<file path="src/rtl/core/button_debounce_long_press_assert.svh">
// ----------------------------------------------------------------------------
// button debounce assertion macros
// concurrent assertion forms, clocked on clk and disabled while rst_n is low
// ----------------------------------------------------------------------------
`ifndef BUTTON_DEBOUNCE_LONG_PRESS_ASSERT_SVH
`define BUTTON_DEBOUNCE_LONG_PRESS_ASSERT_SVH

// same-cycle implication
`define BDLP_ASSERT_IMPL(lbl, ante, cons) \
  lbl: assert property (@(posedge clk) disable iff (!rst_n) (ante) |-> (cons)) \
    else $error("bdlp assertion failed");

// next-cycle implication
`define BDLP_ASSERT_NEXT(lbl, ante, cons) \
  lbl: assert property (@(posedge clk) disable iff (!rst_n) (ante) |=> (cons)) \
    else $error("bdlp assertion failed");

`endif

</file>
<file path="src/rtl/core/bdlp_pkg.sv">
// ----------------------------------------------------------------------------
// bdlp_pkg
// shared types and constants of the button debouncer with long press
// ----------------------------------------------------------------------------
package bdlp_pkg;

  localparam int unsigned TimeW = 32;
  localparam int unsigned MsW = 16;
  localparam int unsigned CfgIdxW = 8;
  localparam int unsigned CfgDataW = 16;

  // register indexes
  localparam logic [CfgIdxW-1:0] REG_ACTIVE_LOW = 8'd0;
  localparam logic [CfgIdxW-1:0] REG_LONG_MODE = 8'd1;
  localparam logic [CfgIdxW-1:0] REG_DEBOUNCE = 8'd2;
  localparam logic [CfgIdxW-1:0] REG_LONG_PRESS = 8'd3;

  // reset values
  localparam logic [MsW-1:0] DEBOUNCE_RST = 16'd10;
  localparam logic [MsW-1:0] LONG_PRESS_RST = 16'd1000;

  typedef struct packed {
    logic active_low;
    logic long_press_mode;
    logic [MsW-1:0] debounce_ms;
    logic [MsW-1:0] long_press_ms;
  } cfg_t;

  typedef struct packed {
    logic seen_active;
    logic [TimeW-1:0] change_stamp;
    logic button_down;
    logic long_fired;
  } state_t;

  typedef struct packed {
    logic pressed;
    logic long_press;
    logic clicked;
  } result_t;

endpackage

</file>
<file path="src/rtl/core/bdlp_cfg_regs.sv">
// ----------------------------------------------------------------------------
// bdlp_cfg_regs
// configuration register file, written through the cfg channel
// ----------------------------------------------------------------------------
module bdlp_cfg_regs (
  input  logic                          clk,
  input  logic                          rst_n,
  input  logic                          wr_en,
  input  logic [bdlp_pkg::CfgIdxW-1:0]  wr_index,
  input  logic [bdlp_pkg::CfgDataW-1:0] wr_data,
  output bdlp_pkg::cfg_t                cfg
);

  bdlp_pkg::cfg_t cfg_r;
  bdlp_pkg::cfg_t cfg_nxt;

  always_comb begin
    cfg_nxt = cfg_r;
    if (wr_en) begin
      case (wr_index)
        bdlp_pkg::REG_ACTIVE_LOW: cfg_nxt.active_low = wr_data[0];
        bdlp_pkg::REG_LONG_MODE:  cfg_nxt.long_press_mode = wr_data[0];
        bdlp_pkg::REG_DEBOUNCE:   cfg_nxt.debounce_ms = wr_data;
        bdlp_pkg::REG_LONG_PRESS: cfg_nxt.long_press_ms = wr_data;
        default: ; // unknown index, ignored
      endcase
    end
  end

  always_ff @(posedge clk) begin
    if (!rst_n) begin
      cfg_r.active_low <= 1'b0;
      cfg_r.long_press_mode <= 1'b0;
      cfg_r.debounce_ms <= bdlp_pkg::DEBOUNCE_RST;
      cfg_r.long_press_ms <= bdlp_pkg::LONG_PRESS_RST;
    end else begin
      cfg_r <= cfg_nxt;
    end
  end

  assign cfg = cfg_r;

endmodule

</file>
<file path="src/rtl/core/bdlp_step.sv">
// ----------------------------------------------------------------------------
// bdlp_step
// combinational update of the debounce state for one poll
// ----------------------------------------------------------------------------
module bdlp_step (
  input  bdlp_pkg::cfg_t                cfg,
  input  bdlp_pkg::state_t              st,
  input  logic                          pin_level,
  input  logic [bdlp_pkg::TimeW-1:0]    now_ms,
  output bdlp_pkg::state_t              st_nxt,
  output bdlp_pkg::result_t             res
);

  // signed elapsed time beyond a 16-bit limit; negative never counts
  function automatic logic elapsed_over(input logic [bdlp_pkg::TimeW-1:0] diff,
                                        input logic [bdlp_pkg::MsW-1:0] limit);
    logic hi_set;
    hi_set = |diff[bdlp_pkg::TimeW-2:bdlp_pkg::MsW];
    return !diff[bdlp_pkg::TimeW-1] && (hi_set || (diff[bdlp_pkg::MsW-1:0] > limit));
  endfunction

  logic                       is_active;
  logic                       deb_over;
  logic [bdlp_pkg::TimeW-1:0] deb_diff;
  logic [bdlp_pkg::TimeW-1:0] lp_diff;
  logic                       click;
  bdlp_pkg::state_t           mid;

  assign is_active = (pin_level != cfg.active_low);
  assign deb_diff = now_ms - st.change_stamp;
  assign deb_over = elapsed_over(deb_diff, cfg.debounce_ms);

  // click rule
  always_comb begin
    mid = st;
    click = 1'b0;
    if (is_active && !st.button_down) begin
      if (!st.seen_active) begin
        mid.seen_active = 1'b1;
        mid.change_stamp = now_ms;
      end else if (deb_over) begin
        mid.change_stamp = now_ms;
        mid.button_down = 1'b1;
        mid.long_fired = 1'b0;
        click = !cfg.long_press_mode;
      end
    end else if (!is_active && st.button_down) begin
      if (st.seen_active) begin
        mid.seen_active = 1'b0;
        mid.change_stamp = now_ms;
      end else if (deb_over) begin
        mid.button_down = 1'b0;
        click = cfg.long_press_mode && !st.long_fired;
      end
    end
  end

  // long-press rule, measured from the updated stamp
  assign lp_diff = now_ms - mid.change_stamp;

  always_comb begin
    st_nxt = mid;
    res.clicked = click;
    res.long_press = 1'b0;
    if (mid.button_down && !mid.long_fired && elapsed_over(lp_diff, cfg.long_press_ms)) begin
      st_nxt.long_fired = 1'b1;
      res.long_press = 1'b1;
    end
    res.pressed = st_nxt.button_down;
  end

endmodule

</file>
<file path="src/rtl/core/button_debounce_long_press.sv">
// ----------------------------------------------------------------------------
// button_debounce_long_press
// push-button debouncer with optional long-press detection
// ----------------------------------------------------------------------------
// Each input word is one poll of the button pin with the current millisecond
// time, and each poll gives exactly one result word (clicked, long_press,
// pressed). A poll is taken into an input register, the debounce and
// long-press rules run as one short pass of subtract-and-compare logic
// against the state registers, and the result lands in an output register
// that drives out_tvalid and out_tdata. One poll can be accepted every
// cycle while the output side keeps up. A stalled output holds the
// pipeline; the input register still takes a word while its slot is free.
// Configuration writes are accepted at any time (cfg_ready is tied high)
// but should be made only while no poll is in flight. Register indexes:
// 0 active_low, 1 long_press_mode, 2 debounce_ms, 3 long_press_ms; other
// indexes are ignored.
// ----------------------------------------------------------------------------
module button_debounce_long_press (
  input  logic                          clk,
  input  logic                          rst_n,
  // poll input
  input  logic                          in_tvalid,
  output logic                          in_tready,
  input  logic [39:0]                   in_tdata,   // [0] pin_level, [32:1] now_ms, rest zero
  // result output
  output logic                          out_tvalid,
  input  logic                          out_tready,
  output logic [7:0]                    out_tdata,  // [0] clicked, [1] long_press, [2] pressed
  // configuration write
  input  logic                          cfg_valid,
  output logic                          cfg_ready,
  input  logic [bdlp_pkg::CfgIdxW-1:0]  cfg_index,
  input  logic [bdlp_pkg::CfgDataW-1:0] cfg_data
);

  bdlp_pkg::cfg_t    cfg;
  bdlp_pkg::state_t  st_r;
  bdlp_pkg::state_t  st_nxt;
  bdlp_pkg::result_t res;
  bdlp_pkg::result_t out_word_r;

  logic                       in_valid_r;
  logic                       in_level_r;
  logic [bdlp_pkg::TimeW-1:0] in_now_r;
  logic                       out_valid_r;
  logic                       advance;

  // register file
  assign cfg_ready = 1'b1;

  bdlp_cfg_regs u_cfg (
    .clk      (clk),
    .rst_n    (rst_n),
    .wr_en    (cfg_valid),
    .wr_index (cfg_index),
    .wr_data  (cfg_data),
    .cfg      (cfg)
  );

  // pipeline moves when the output slot is empty or being drained
  assign advance = !out_valid_r || out_tready;
  assign in_tready = !in_valid_r || advance;

  // input register
  always_ff @(posedge clk) begin
    if (!rst_n) begin
      in_valid_r <= 1'b0;
    end else if (in_tready) begin
      in_valid_r <= in_tvalid;
    end
  end

  always_ff @(posedge clk) begin
    if (in_tready && in_tvalid) begin
      in_level_r <= in_tdata[0];
      in_now_r <= in_tdata[bdlp_pkg::TimeW:1];
    end
  end

  // one poll's worth of debounce logic
  bdlp_step u_step (
    .cfg       (cfg),
    .st        (st_r),
    .pin_level (in_level_r),
    .now_ms    (in_now_r),
    .st_nxt    (st_nxt),
    .res       (res)
  );

  // debounce state, committed as the poll moves to the output
  always_ff @(posedge clk) begin
    if (!rst_n) begin
      st_r.seen_active <= 1'b1;  // active level assumed at start
      st_r.change_stamp <= '0;
      st_r.button_down <= 1'b0;
      st_r.long_fired <= 1'b0;
    end else if (advance && in_valid_r) begin
      st_r <= st_nxt;
    end
  end

  // output register
  always_ff @(posedge clk) begin
    if (!rst_n) begin
      out_valid_r <= 1'b0;
    end else if (advance) begin
      out_valid_r <= in_valid_r;
    end
  end

  always_ff @(posedge clk) begin
    if (advance && in_valid_r) begin
      out_word_r <= res;
    end
  end

  assign out_tvalid = out_valid_r;
  assign out_tdata = {5'b0, out_word_r};

  `include "button_debounce_long_press_assert.svh"

  // a click and a long press never come from the same poll
  `BDLP_ASSERT_IMPL(a_click_lp_excl, out_valid_r, !(out_word_r.clicked && out_word_r.long_press))
  // a long press is only reported while the button is down
  `BDLP_ASSERT_IMPL(a_lp_pressed, out_valid_r && out_word_r.long_press, out_word_r.pressed)
  // a held poll is not dropped while the output is stalled
  `BDLP_ASSERT_NEXT(a_in_hold, in_valid_r && !advance, in_valid_r && $stable(in_now_r))
  // the state only changes when a poll is committed
  `BDLP_ASSERT_NEXT(a_state_hold, !(advance && in_valid_r), $stable(st_r))

endmodule
</file>
<file path="config.mk">
export PLATFORM = sky130hd
export DESIGN_NAME = button_debounce_long_press
export DESIGN_NICKNAME = d
export VERILOG_FILES = /design/src/rtl/core/bdlp_pkg.sv /design/src/rtl/core/bdlp_cfg_regs.sv /design/src/rtl/core/bdlp_step.sv /design/src/rtl/core/button_debounce_long_press.sv
export VERILOG_INCLUDE_DIRS = /design/src /design/src/rtl/core
export SDC_FILE = /design/constraint.sdc
export NUM_CORES = 1
export LEC_CHECK = 0
export ABC_AREA = 1
export BUFFER_PORTS_ARGS = -buffer_cell sky130_fd_sc_hd__buf_4
export CORE_UTILIZATION = 60
export CTS_BUF_LIST = sky130_fd_sc_hd__clkbuf_4
export CTS_CLUSTER_DIAMETER = 200
export DETAILED_ROUTE_END_ITERATION = 12
export PLACE_DENSITY = 0.8
export SLEW_MARGIN = 0
export SYNTH_ARGS = -nofsm -noshare
export SYNTH_HDL_FRONTEND = slang
export SYNTH_SLANG_ARGS = --single-unit
</file>
<file path="constraint.sdc">
create_clock -name clk -period 6.6 [get_ports clk]
set_input_delay 0.33 -clock clk [delete_from_list [all_inputs] [get_ports clk]]
set_output_delay 0.33 -clock clk [all_outputs]
set_load 0.01 [all_outputs]
</file>
### Yosys cells after proc, flatten, opt, wreduce, memory -nomap -nowiden

Index checks and enable logic that the tools add are counted.

| storage, ports and cells | value |
|---|---|
| register bits after elaboration | 107 |
| latch bits | 0 |
| RAM bits | 0 |
| ROM bits | 0 |
| output and inout port bits | 11 |
| word-level logic and storage cells | 71 |
| memories kept | 0 |

| cells by class | value |
|---|---|
| $add $sub $neg | 2 |
| multiply operators | 0 |
| div/mod/pow operators | 0 |
| $lt $le $gt $ge | 2 |
| equal/unequal tests | 4 |
| shift operators | 0 |
| multiplexer cells | 17 |
| bitwise gates (word level) | 0 |
| reductions and logical operators | 31 |

Operators with widths:

| cell | count |
|---|---|
| 2-to-1 mux 34 bit | 3 |
| 2-to-1 mux 32 bit | 2 |
| subtractor 32 bit | 2 |
| greater-than comparator 16 bit | 2 |
| OR reduction 15 bit | 2 |
| equality test 8 x 2 -> 1 bit (second input constant) | 2 |
| 2-to-1 mux 1 bit | 11 |
| AND reduction 2 bit | 5 |
| logical AND 1 bit | 9 |
| zero test 1 bit | 9 |
| equality test 8 x 1 -> 1 bit (second input constant) | 1 |
| zero test 8 bit | 1 |
| logical OR 1 bit | 4 |
| 2-to-1 mux 2 bit | 1 |
| nonzero test 2 bit | 1 |
| inequality test 1 bit | 1 |

### Logic depth before layout (Yosys ltp)

| depth | value |
|---|---|
| depth after elaboration | 14 |
| mapped depth | 48 |
| mapped depth without buffers | 47 |

### Hierarchy

A second synthesis with hierarchy kept.

| second synthesis, totals | value |
|---|---|
| cell total of the unflattened synthesis | 1737 |
| area, all modules | 10824.1 µm² |

By module, submodules not included:

| module | times used | cells each | area each (µm²) | seq. area each (µm²) |
|---|---|---|---|---|
| bdlp_step | 1 | 1245 | 6498.7 | 0.0 |
| button_debounce_long_press | 1 | 284 | 2850.2 | 1821.7 |
| bdlp_cfg_regs | 1 | 208 | 1475.2 | 680.7 |

### Worst setup path after synthesis

OpenSTA, ideal clock, no wires.

| timing | value |
|---|---|
| path kind | register to register |
| start point | reg in_now_r[0] (netlist name) |
| end point | reg out_word_r (netlist bit out_tdata[1]), data pin |
| data arrival time | 5689 ps |
| data required time | 6345 ps |
| path slack | 656 ps |
| stages on the path, launching flop included | 46 |
| period minus slack after synthesis | 5944 ps |
| path through | edfxtp_1 > inv_1 > ha_1 > fa_1 > inv_1 > nand2_1 > nand2_1 > nand3_1 > nand2_2 > nand2_1 > nand2_1 > xor2_1 > ha_1 > nand2_1 > nor3_1 > nand3_1 > nand2_1 > nand3_1 > (+10 left out) > a21oi_2 > ha_1 > fa_1 > nand3b_1 > nand2_1 > a21oi_1 > o21bai_1 > nand2_1 > nand2_1 > xor2_1 > ha_1 > nand4_1 > a31oi_1 > a2111oi_0 > a22oi_1 > nor2_1 > nor2_1 > and2_1 |

RTL lines:

| element | RTL line | RTL |
|---|---|---|
| from (decl) | button_debounce_long_press.sv:44 | `logic [bdlp_pkg::TimeW-1:0] in_now_r;` |
| from (signal assigned) | button_debounce_long_press.sv:76 | `in_now_r <= in_tdata[bdlp_pkg::TimeW:1];` |
| to (signal assigned) | button_debounce_long_press.sv:113 | `out_word_r <= res;` |
| to (decl) | button_debounce_long_press.sv:40 | `bdlp_pkg::result_t out_word_r;` |

==> flow_summary.json <==
{
  "status": "finished, final reports clean",
  "crit_path_end_kind": "register",
  "cp-start-kind": "register",
  "groute.usage.overall": 0.339,
  "dieArea_mm2": 0.0173,
  "ys_seq_area_frac": 0.249,
  "grt_max_degree": 68,
  "hold_violations": 0,
  "postLayoutCellArea_mm2": 0.0121,
  "path_clk_slew_ns": 0.21,
  "required_ns": 6.89,
  "rsz0062_at_grt": "yes",
  "place_area_mm2": 0.0110,
  "min-delay-start": "cfg_data[5]",
  "layout.cells.non_filler": 1916,
  "synth-seq-cells": 107,
  "maxSlewHeadroom": 0.312,
  "nets": 1861,
  "ios": 80,
  "slew_violations": 0,
  "cts_tree": "done",
  "synth_cells": 1536,
  "antenna_found_initial": 1,
  "antenna_left": 0,
  "hpwl_um": 22600,
  "worstHoldPathType": "in2reg",
  "fin_crit_sh": 0.984,
  "synth_area_per_cell_um2": 6.54,
  "p_per_area_mw_per_mm2": 218,
  "fmax_mhz": 154,
  "clock_latency_ns": 0.53,
  "first_global_vias": 9573,
  "worstMarginPinSlew_ns": 1.03,
  "period_needed_ns": 6.49,
  "row_count": 46,
  "cp_max_fo": 7,
  "cts_buffers": 9,
  "netlist_area_mm2": 0.0100,
  "max_stage_delay_ns": 0.49,
  "ys_types": 56,
  "mostFrequentLayoutCell": "nand2_1",
  "wl_per_cell_um": 15.7,
  "syn2layout_area_growth_pct": 20.6,
  "start_util": 0.623,
  "place.gp.congestion": 0.939,
  "reg2reg_from": "in_now_r[7]$_DFFE_PP_",
  "crit_path_start": "in_now_r[7]$_DFFE_PP_",
  "drv_cap": 0,
  "die_h_um": 131,
  "grt.overflow.total": 0,
  "synthArstFlopShare": 0,
  "layout_common_cells": "346 x nand2_1, 249 x inv_1, 151 x buf_4",
  "synth_edf_count": 36,
  "remaining_drc_errors": 0,
  "drtIter0Drc": 993,
  "crit_slowest_cell": "edfxtp_1",
  "p_leak_nw": 5.90,
  "grt_pass1_wl_um": 46200,
  "setup_viol": 0,
  "coreArea_mm2": 0.0161,
  "crit_arrival_ns": 6.79,
  "drt-total-wl_um": 30100,
  "via_count": 10600,
  "ys_warn_count": 0,
  "fp.dieW_um": 131,
  "drive_above_1_share": 0.193,
  "dr.pass1.iters": 5,
  "cts_buffer_depth": 2,
  "synth_ff_type": "dfxtp_1",
  "ir_drop_mv": 0.186,
  "port_buffers": 66,
  "vias_per_cell": 5.55,
  "cts-htree-levels": 3,
  "finalClockSkew_ns": 0.0355,
  "dp_cells": 1837,
  "worstSetupPathType": "reg2reg",
  "clock_sinks": 107,
  "clockRootBuffer": "clkbuf_4"
}
==> layer usage <==
layer  vias to the layer above  global-route usage  part of all wire
met3                        52              0.0540             0.083
li1                       5286                   -                 -
met1                      4877               0.478              0.45
met4                         0               0.109             0.024
met2                       426               0.526              0.44
met5                         -                   0                 0
==> power by group <==
part	internal [mW]	total, mW	switching [mW]
Sequential	0.716	0.746	0.0304
Clock	0.129	0.391	0.262
Combinational	0.616	1.51	0.891
==> sequential cells by signal, summed over array words and instances (netlist names) <==
signal	count
st_r	35
u_cfg.cfg	34
in_now_r	32
out_tdata	3
in_level_r	1
in_valid_r	1
out_tvalid	1
==> path summary, 6_finish.rpt <==
path,end,slack [ns],depth (start not counted)
worst max-delay path,out_tdata[1]$_DFFE_PP_,0.11,40
worst min-delay path,u_cfg.cfg[5]$_SDFFE_PN1P_,0.05,3
worst max register to register,out_tdata[1]$_DFFE_PP_,0.11,40
worst min register to register,u_cfg.cfg[4]$_SDFFE_PN0P_,0.48,2
==> metrics by stage <==
stage	hold WS [ns]	total power, mW	TNS (ns)	setup slack [ns]	utilization
4_1_cts	0.0258	2.50	0	0.00219	0.722
3_5_place_dp	0.454	2.07	-0.0412	-0.0412	0.684
6_report	0.0474	2.64	0	0.108	0.752
2_1_floorplan	0.429	1.71	0	0.656	-
5_1_grt	0.0660	2.82	-0.411	-0.249	0.752
3_3_place_gp	0.446	2.04	0	0.0743	0.684
==> worst max-delay path, delay by kind of cell, from the launching register on <==
| family | cells | cell delay [ns] |
|---|---|---|
| AO/OA/AOI/OAI | 7 | 1.32 |
| XOR/XNOR | 2 | 0.34 |
| adder cells (fa/ha/maj) | 4 | 1.31 |
| buffers and inverters | 3 | 0.33 |
| flip-flops | 1 | 0.49 |
| AND/OR/NAND/NOR | 24 | 2.43 |
==> cells by family after synthesis <==
group / after synthesis / share of synthesized area
AO/OA/AOI/OAI: 333 / 0.187
buffers and inverters: 308 / 0.122
other: 2 / 0.000748
XOR/XNOR: 44 / 0.0391
flip-flops: 107 / 0.249
adder cells (fa/ha/maj): 98 / 0.124
AND/OR/NAND/NOR: 644 / 0.278
==> layout make-up <==
cell class | count | area, um2
multi-input cells | 1126 | 6700
fillers | 1318 | 4000
flip-flops and latches | 107 | 2500
repair buffers | 184 | 1460
inverters | 265 | 1010
well taps | 216 | 270
clock inverters | 6 | 83.8
clock buffers | 10 | 75.1
repair inverters | 1 | 8.76
diodes | 1 | 2.50
==> synth_stat cells (18+ instances only) <==
cell,n,area [um2]
xor2_1,29,254
a21oi_1,138,691
nand3_1,65,325
o211ai_1,23,173
dfxtp_1,71,1420
edfxtp_1,36,1080
nor2_2,33,206
nand2_2,22,138
nor2_1,114,428
inv_1,253,950
nand2_1,357,1340
nand4_1,18,113
ha_1,96,1200
clkbuf_1,29,109
o21ai_0,115,576
==> what timing repair did <==
item | 4_1_cts | 5_1_grt
pin swaps | 3 | 31
gates resized for setup | 12 | 75
gates cloned | 0 | 2
hold buffers | 33 | 0
endpoints found under the hold margin | 33 | 0
setup buffers | 7 | 20
endpoints found under the setup margin | 1 | 2
(Power assumes the default switching activity.)
